[config.mk]
export PLATFORM = sky130hd
export DESIGN_NAME = rkn_ctrl
export DESIGN_NICKNAME = d
export VERILOG_FILES = /design/src/rtl/rkn_pkg.sv /design/src/rtl/rkn_ctrl.sv
export SDC_FILE = /design/constraint.sdc
export NUM_CORES = 1
export LEC_CHECK = 0
export ABC_AREA = 1
export BUFFER_PORTS_ARGS = -buffer_cell sky130_fd_sc_hd__buf_4
export CAP_MARGIN = 0
export CORE_ASPECT_RATIO = 0.7
export CORE_UTILIZATION = 30
export CTS_CLUSTER_DIAMETER = 60
export DETAILED_ROUTE_END_ITERATION = 8
export PLACE_DENSITY = 0.52
export SLEW_MARGIN = 20
export SYNTH_ARGS = -nofsm -noshare
export SYNTH_HDL_FRONTEND = slang
export SYNTH_SLANG_ARGS = --single-unit
[constraint.sdc]
create_clock -name clk -period 6.5 [get_ports clk]
set_clock_uncertainty 0.2 [all_clocks]
set_input_delay 0.325 -clock clk [delete_from_list [all_inputs] [get_ports clk]]
set_output_delay 0.325 -clock clk [all_outputs]
set_load 0.005 [all_outputs]
[src/rtl/rkn_pkg.sv]
// ----------------------------------------------------------------------------
// rkn_pkg
// shared types, constants, microcode rom and saturation helper
// ----------------------------------------------------------------------------
package rkn_pkg;

  localparam int WORD_W = 32;
  localparam int FRAC_W = 16;
  localparam int QUO_W  = WORD_W + FRAC_W;
  localparam int CNT_W  = 12;
  localparam int KR2_W  = 31;

  typedef logic [WORD_W-1:0] word_t;
  typedef logic [4:0]        reg_t;
  typedef logic [6:0]        pc_t;
  typedef logic [1:0]        code_t;

  localparam code_t ST_OK  = 2'd0;
  localparam code_t ST_HIT = 2'd1;
  localparam code_t ST_SAT = 2'd2;

  localparam word_t ONE_Q = word_t'(1) << FRAC_W;

  localparam reg_t R_Y   = 5'd0;
  localparam reg_t R_YP  = 5'd1;
  localparam reg_t R_X   = 5'd2;
  localparam reg_t R_S   = 5'd3;
  localparam reg_t R_S2  = 5'd4;
  localparam reg_t R_S8  = 5'd5;
  localparam reg_t R_K1  = 5'd6;
  localparam reg_t R_K2  = 5'd7;
  localparam reg_t R_K3  = 5'd8;
  localparam reg_t R_K4  = 5'd9;
  localparam reg_t R_YM  = 5'd10;
  localparam reg_t R_XB  = 5'd11;
  localparam reg_t R_XC  = 5'd12;
  localparam reg_t R_T0  = 5'd13;
  localparam reg_t R_T1  = 5'd14;
  localparam reg_t R_T2  = 5'd15;
  localparam reg_t R_T3  = 5'd16;
  localparam reg_t R_DX  = 5'd17;
  localparam reg_t R_DY  = 5'd18;
  localparam reg_t R_DYP = 5'd19;
  localparam reg_t R_F   = 5'd20;
  localparam reg_t R_KR2 = 5'd21;
  localparam reg_t R_ONE = 5'd22;

  localparam pc_t LOOP_PC = 7'd8;

  typedef enum logic [3:0] {
    OP_LD, OP_ADD, OP_SUB, OP_MUL, OP_DIV, OP_HALF, OP_EIGHTH,
    OP_SIXTH, OP_MOV, OP_CHKZ, OP_BRZ, OP_NEXT
  } op_t;

  typedef enum logic [2:0] {
    ST_IDLE, ST_READ, ST_EXEC, ST_DIV, ST_FIN
  } state_t;

  typedef struct packed {
    op_t  op;
    reg_t rd;
    reg_t ra;
    reg_t rb;
  } uop_t;

  typedef struct packed {
    uop_t uop;
    logic capture;
    logic rd_en;
    logic exec;
    logic div_start;
    logic publish;
    logic hit;
  } ctrl_cmd_t;

  typedef struct packed {
    logic a_zero;
    logic div_done;
    logic out_free;
  } dp_status_t;

  typedef struct packed {
    logic  sat;
    word_t val;
  } sat_word_t;

  function automatic sat_word_t sat_from_mag(input logic neg, input logic [QUO_W-1:0] m);
    sat_word_t r;
    logic [QUO_W-1:0] lim;
    lim = {{(QUO_W-WORD_W){1'b0}}, 1'b0, {(WORD_W-1){1'b1}}} + {{(QUO_W-1){1'b0}}, neg};
    if (m > lim) begin
      r.sat = 1'b1;
      r.val = neg ? {1'b1, {(WORD_W-1){1'b0}}} : {1'b0, {(WORD_W-1){1'b1}}};
    end else begin
      r.sat = 1'b0;
      r.val = neg ? (~m[WORD_W-1:0] + word_t'(1)) : m[WORD_W-1:0];
    end
    return r;
  endfunction

  function automatic uop_t mk(input op_t op, input reg_t rd, input reg_t ra, input reg_t rb);
    uop_t u;
    u.op = op;
    u.rd = rd;
    u.ra = ra;
    u.rb = rb;
    return u;
  endfunction

  // derivative: f = dyp/dx - (kr2 + (1/dx)^2) * dy
  function automatic uop_t deriv_uop(input logic [2:0] k);
    uop_t u;
    unique case (k)
      3'd0: u = mk(OP_DIV, R_T2, R_DYP, R_DX);
      3'd1: u = mk(OP_DIV, R_T3, R_ONE, R_DX);
      3'd2: u = mk(OP_MUL, R_T3, R_T3, R_T3);
      3'd3: u = mk(OP_ADD, R_T3, R_KR2, R_T3);
      3'd4: u = mk(OP_MUL, R_T3, R_T3, R_DY);
      default: u = mk(OP_SUB, R_F, R_T2, R_T3);
    endcase
    return u;
  endfunction

  function automatic uop_t uop_rom(input pc_t pc);
    uop_t u;
    pc_t  off;
    off = '0;
    unique case (pc) inside
      7'd0:  u = mk(OP_LD, R_Y, R_Y, R_Y);
      7'd1:  u = mk(OP_LD, R_YP, R_Y, R_Y);
      7'd2:  u = mk(OP_LD, R_X, R_Y, R_Y);
      7'd3:  u = mk(OP_LD, R_S, R_Y, R_Y);
      7'd4:  u = mk(OP_LD, R_KR2, R_Y, R_Y);
      7'd5:  u = mk(OP_LD, R_ONE, R_Y, R_Y);
      7'd6:  u = mk(OP_HALF, R_S2, R_S, R_S);
      7'd7:  u = mk(OP_EIGHTH, R_S8, R_S, R_S);
      7'd8:  u = mk(OP_BRZ, R_Y, R_Y, R_Y);
      7'd9:  u = mk(OP_CHKZ, R_Y, R_X, R_X);
      7'd10: u = mk(OP_MOV, R_DX, R_X, R_X);
      7'd11: u = mk(OP_MOV, R_DY, R_Y, R_Y);
      7'd12: u = mk(OP_MOV, R_DYP, R_YP, R_YP);
      [7'd13:7'd18]: begin
        off = pc - 7'd13;
        u = deriv_uop(off[2:0]);
      end
      7'd19: u = mk(OP_MUL, R_K1, R_S, R_F);
      7'd20: u = mk(OP_ADD, R_XB, R_X, R_S2);
      7'd21: u = mk(OP_CHKZ, R_Y, R_XB, R_XB);
      7'd22: u = mk(OP_MUL, R_T0, R_S2, R_YP);
      7'd23: u = mk(OP_ADD, R_T0, R_Y, R_T0);
      7'd24: u = mk(OP_MUL, R_T1, R_S8, R_K1);
      7'd25: u = mk(OP_ADD, R_YM, R_T0, R_T1);
      7'd26: u = mk(OP_HALF, R_T0, R_K1, R_K1);
      7'd27: u = mk(OP_ADD, R_DYP, R_YP, R_T0);
      7'd28: u = mk(OP_MOV, R_DX, R_XB, R_XB);
      7'd29: u = mk(OP_MOV, R_DY, R_YM, R_YM);
      [7'd30:7'd35]: begin
        off = pc - 7'd30;
        u = deriv_uop(off[2:0]);
      end
      7'd36: u = mk(OP_MUL, R_K2, R_S, R_F);
      7'd37: u = mk(OP_HALF, R_T0, R_K2, R_K2);
      7'd38: u = mk(OP_ADD, R_DYP, R_YP, R_T0);
      [7'd39:7'd44]: begin
        off = pc - 7'd39;
        u = deriv_uop(off[2:0]);
      end
      7'd45: u = mk(OP_MUL, R_K3, R_S, R_F);
      7'd46: u = mk(OP_ADD, R_XC, R_XB, R_S2);
      7'd47: u = mk(OP_CHKZ, R_Y, R_XC, R_XC);
      7'd48: u = mk(OP_MUL, R_T0, R_S, R_YP);
      7'd49: u = mk(OP_ADD, R_T0, R_Y, R_T0);
      7'd50: u = mk(OP_MUL, R_T1, R_S2, R_K3);
      7'd51: u = mk(OP_ADD, R_DY, R_T0, R_T1);
      7'd52: u = mk(OP_ADD, R_DYP, R_YP, R_K3);
      7'd53: u = mk(OP_MOV, R_DX, R_XC, R_XC);
      [7'd54:7'd59]: begin
        off = pc - 7'd54;
        u = deriv_uop(off[2:0]);
      end
      7'd60: u = mk(OP_MUL, R_K4, R_S, R_F);
      7'd61: u = mk(OP_ADD, R_T0, R_K1, R_K2);
      7'd62: u = mk(OP_ADD, R_T0, R_T0, R_K3);
      7'd63: u = mk(OP_SIXTH, R_T0, R_T0, R_T0);
      7'd64: u = mk(OP_ADD, R_T0, R_YP, R_T0);
      7'd65: u = mk(OP_MUL, R_T0, R_S, R_T0);
      7'd66: u = mk(OP_ADD, R_Y, R_Y, R_T0);
      7'd67: u = mk(OP_ADD, R_T0, R_K1, R_K2);
      7'd68: u = mk(OP_ADD, R_T0, R_T0, R_K2);
      7'd69: u = mk(OP_ADD, R_T0, R_T0, R_K3);
      7'd70: u = mk(OP_ADD, R_T0, R_T0, R_K3);
      7'd71: u = mk(OP_ADD, R_T0, R_T0, R_K4);
      7'd72: u = mk(OP_SIXTH, R_T0, R_T0, R_T0);
      7'd73: u = mk(OP_ADD, R_YP, R_YP, R_T0);
      7'd74: u = mk(OP_MOV, R_X, R_XC, R_XC);
      default: u = mk(OP_NEXT, R_Y, R_Y, R_Y);
    endcase
    return u;
  endfunction

endpackage

[src/rtl/rkn_ctrl.sv]
// ----------------------------------------------------------------------------
// rkn_ctrl
// microcode sequencer: program counter, step counter and state machine
// ----------------------------------------------------------------------------
module rkn_ctrl
  import rkn_pkg::*;
(
  input  logic              clk,
  input  logic              rst,
  input  logic              in_valid,
  output logic              in_ready,
  input  logic [CNT_W-1:0]  step_count,
  input  dp_status_t        status,
  output ctrl_cmd_t         cmd
);

  state_t             state;
  state_t             state_next;
  pc_t                pc;
  logic [CNT_W-1:0]   count;
  logic               hit;
  uop_t               uop;
  logic               writes;

  assign uop = uop_rom(pc);

  always_comb begin
    case (uop.op) inside
      OP_LD, OP_ADD, OP_SUB, OP_MUL, OP_HALF, OP_EIGHTH, OP_SIXTH, OP_MOV: writes = 1'b1;
      default: writes = 1'b0;
    endcase
  end

  always_comb begin
    state_next = state;
    unique case (state)
      ST_IDLE: begin
        if (in_valid) state_next = ST_READ;
      end
      ST_READ: begin
        if (uop.op == OP_BRZ) begin
          if (count == '0) state_next = ST_FIN;
        end else if (uop.op != OP_NEXT) begin
          state_next = ST_EXEC;
        end
      end
      ST_EXEC: begin
        if (uop.op == OP_DIV) state_next = ST_DIV;
        else if (uop.op == OP_CHKZ && status.a_zero) state_next = ST_FIN;
        else state_next = ST_READ;
      end
      ST_DIV: begin
        if (status.div_done) state_next = ST_READ;
      end
      ST_FIN: begin
        if (status.out_free) state_next = ST_IDLE;
      end
      default: state_next = ST_IDLE;
    endcase
  end

  always_comb begin
    in_ready      = state == ST_IDLE;
    cmd.uop       = uop;
    cmd.capture   = 1'b0;
    cmd.rd_en     = 1'b0;
    cmd.exec      = 1'b0;
    cmd.div_start = 1'b0;
    cmd.publish   = 1'b0;
    cmd.hit       = hit;
    unique case (state)
      ST_IDLE: cmd.capture = in_valid;
      ST_READ: cmd.rd_en = 1'b1;
      ST_EXEC: begin
        cmd.exec      = writes;
        cmd.div_start = uop.op == OP_DIV;
      end
      ST_DIV:  cmd.exec = 1'b0;
      ST_FIN:  cmd.publish = status.out_free;
      default: cmd.exec = 1'b0;
    endcase
  end

  always_ff @(posedge clk) begin
    if (rst) begin
      state <= ST_IDLE;
      pc    <= '0;
      count <= '0;
      hit   <= 1'b0;
    end else begin
      state <= state_next;
      case (state)
        ST_IDLE: begin
          if (in_valid) begin
            pc    <= '0;
            count <= step_count;
            hit   <= 1'b0;
          end
        end
        ST_READ: begin
          if (uop.op == OP_NEXT) begin
            pc    <= LOOP_PC;
            count <= count - CNT_W'(1);
          end else if (uop.op == OP_BRZ) begin
            if (count != '0) pc <= pc + 7'd1;
          end
        end
        ST_EXEC: begin
          if (uop.op == OP_CHKZ && status.a_zero) begin
            hit <= 1'b1;
          end else if (uop.op != OP_DIV) begin
            pc <= pc + 7'd1;
          end
        end
        ST_DIV: begin
          if (status.div_done) pc <= pc + 7'd1;
        end
        default: pc <= pc;
      endcase
    end
  end

endmodule
==> impl_metrics.ini <==
[status]
status = finished clean

[worst_setup_path]
start_kind = flip-flop
path_delay_family = simple AND/OR/NAND/NOR gates
path_max_fanout = 19
critPathRequiredTime_ps = 5970
cp.arrival_ps = 3420
crit_top_cell = a21oi_1
max_stage_delay_ps = 810
crit_chain = inv_2, ha_1, a21oi_1, a21oi_1, nand2_1, nor2_1, nor3_1, o21ai_0, or4_1, buf_4
worstSetupPathType = reg2out
cp-end-kind = primary output
crit_buf_inv = 2
slowest_stage = dfxtp_1

[timing]
grt_setup_unrepaired = false
fin_crit_ps = 3940
slew_viol_final = 0
finalSetupViolCount = 0
fin_crit_sh_pct = 60.7
hold_viol_final = 0
worst_pin_slew_ps = 1070
clock.fmax_ghz = 0.254
fin_tns_setup_ps = 0
maxSlewHeadroom_pct = 28.4
fin_ws_ps = 2560

[detailed_routing]
dr_total_vias = 4763
drcViolationCount = 0
drtAntennaViolNets = 0
wl_per_cell_um = 19.6
drt_iter0_drc = 532
viasPerCell = 5.32
wl_um = 17600
drt_pass1_iterations = 5

[clock_tree]
cts_tree = done
cts_sinks = 23
cts_max_level = 1
clk_path_buf_depth = 2
clk_latency_ps = 270
cts_setup_buffers = 0
cts_buffers = 3
root_buffer = clkbuf_16
ctsResizeCount = 0
ctsHoldBuffers = 0
clk_pin_slew_ps = 70

[yosys]
syn_inst = 702
synth_cell_type_count = 49
yosys_warnings = 0
yosys.area.top_type = nand2_1
ys_async_sr_fraction_pct = 0
ys.flop_type = dfxtp_1
netlist_area_um2 = 3850
synth_top_area_share_pct = 16.9
synth-seq-cells = 23
avgSynthCellArea_um2 = 5.49
synth_area_leaders = nand2_1 17%, dfxtp_1 12%, nor2_1 11%, inv_1 7.8%, nand3_1 7.5%
yosysSeqAreaShare_pct = 12.0
synth_edf_count = 0
syn_nets = 732

[placement]
dpl.hpwl_um = 14600
port_buffers = 43
pre_cts_ws_ps = 2680
gp_congestion = 1.06

[grt]
grt_max_degree = 20
grt_pass1_vias = 4388
grt.total_usage_pct = 27.0
grt_overflow = 0
antenna_found_initial = 0
grt_pass1_wl_um = 26600

[die]
ios = 44
start_util_pct = 30.9
dieArea_um2 = 13300
die_y_um = 96.8
fp.dieW_um = 137
core_area_um2 = 12500
rows = 34

[power_and_ir_drop]
fin_total_pwr_mw = 2.02
power_per_cell_area_nw_per_um2 = 466
p_leak_nw = 2.36
peakVddDrop_uv = 278

[layout]
n_fill_cell = 1437
regArea_um2 = 460
layout-drive-gt1-share_pct = 16.9
final_nets = 764
syn2layout_area_growth_pct = 12.4
multi_input_area_um2 = 2880
diodes = 0

[run]
drv_cap = 0

[worst_hold_path]
hold_path.class = in2reg
==> sequential cells by signal, indices dropped and copies added, names as in the netlist <==
signal / count
state: 3
hit: 1
pc: 7
count: 12
==> cell usage in the layout, fill, tap and decap left out, types with 2 or more instances in the layout <==
cell       instances
nand4_1           15
o211ai_1           4
nand3_2           12
nor3_2             2
nor2_2            23
dfxtp_1           23
inv_1             80
or4_1              2
inv_2             15
clkbuf_16          3
o21ai_0           36
a211oi_1           2
nand2_4            3
clkinv_1           2
buf_4             45
xor2_1             5
o21ai_2            3
nor4_1            11
nand3_1           58
a21oi_2            2
nor2_1           114
nand2_2            6
a31oi_1            2
o21ai_1           10
ha_1              12
a21oi_1           26
nor3_1            20
nand2_1          173
nor2_4             5
mux2i_1            2
==> per-stage QoR <==
stage | cells | hold WS (ps) | cell area [µm²] | util, %
2_1_floorplan | 702 | 249 | 3850 | -
3_3_place_gp | 891 | 270 | 4250 | 34.1
3_5_place_dp | 891 | 270 | 4250 | 34.1
4_1_cts | 895 | 96.3 | 4330 | 34.7
5_1_grt | 895 | 94.7 | 4330 | 34.7
6_report | 895 | 94.6 | 4330 | 34.7
==> path summary, 6_finish.rpt <==
check	cells past startpoint	slack, ps	endpoint	start
max	10	2560	cmd[11]	pc[2]
min	2	90	count[11]	rst
max reg2reg	17	2570	pc[1]	pc[2]
min reg2reg	2	280	count[1]	count[1]
==> cell families after synthesis <==
kind of cell / after synthesis / share of synthesized area, %
buffers and inverters: 116 / 13.5
adder cells (fa/ha/maj): 12 / 3.90
flip-flops: 23 / 12.0
AND/OR/NAND/NOR: 453 / 55.5
multiplexers: 2 / 0.520
XOR/XNOR: 6 / 1.36
AO/OA/AOI/OAI: 90 / 13.3
==> cell usage after synthesis (all sizes together), types with 2 or more instances <==
master  instances
a211oi          2
a21oi          29
a31oi           2
buf            15
clkbuf          3
clkinv          2
dfxtp          23
ha             12
inv            96
mux2i           2
nand2         182
nand3          71
nand4          15
nor2          143
nor3           22
nor4           11
o211ai          4
o21ai          49
or2             2
or4             2
xor2            5
==> final cells by class <==
cell class,count,share of cell area (%)
clock buffer,3,1.73
multi-input combinational,563,66.5
sequential,23,10.6
clock inverter,1,0.116
timing repair buffer,45,7.80
tap,162,4.68
inverter,98,8.55
==> per-layer routing <==
layer / vias up / wire, µm / GRT usage [%]
met5: - / 0 / 0
met4: 0 / 82 / 3.13
met3: 9 / 2050 / 9.70
met2: 210 / 6460 / 33.8
met1: 2194 / 8990 / 43.0
li1: 2350 / - / -
==> power by group <==
part | total (mW) | switching (mW) | internal (mW)
combinational | 1.59 | 1.03 | 0.556
sequential | 0.291 | 0.0951 | 0.196
clock | 0.138 | 0.0554 | 0.0830
total | 2.02 | 1.18 | 0.835
Note: power is estimated with default switching activity, not from simulation.
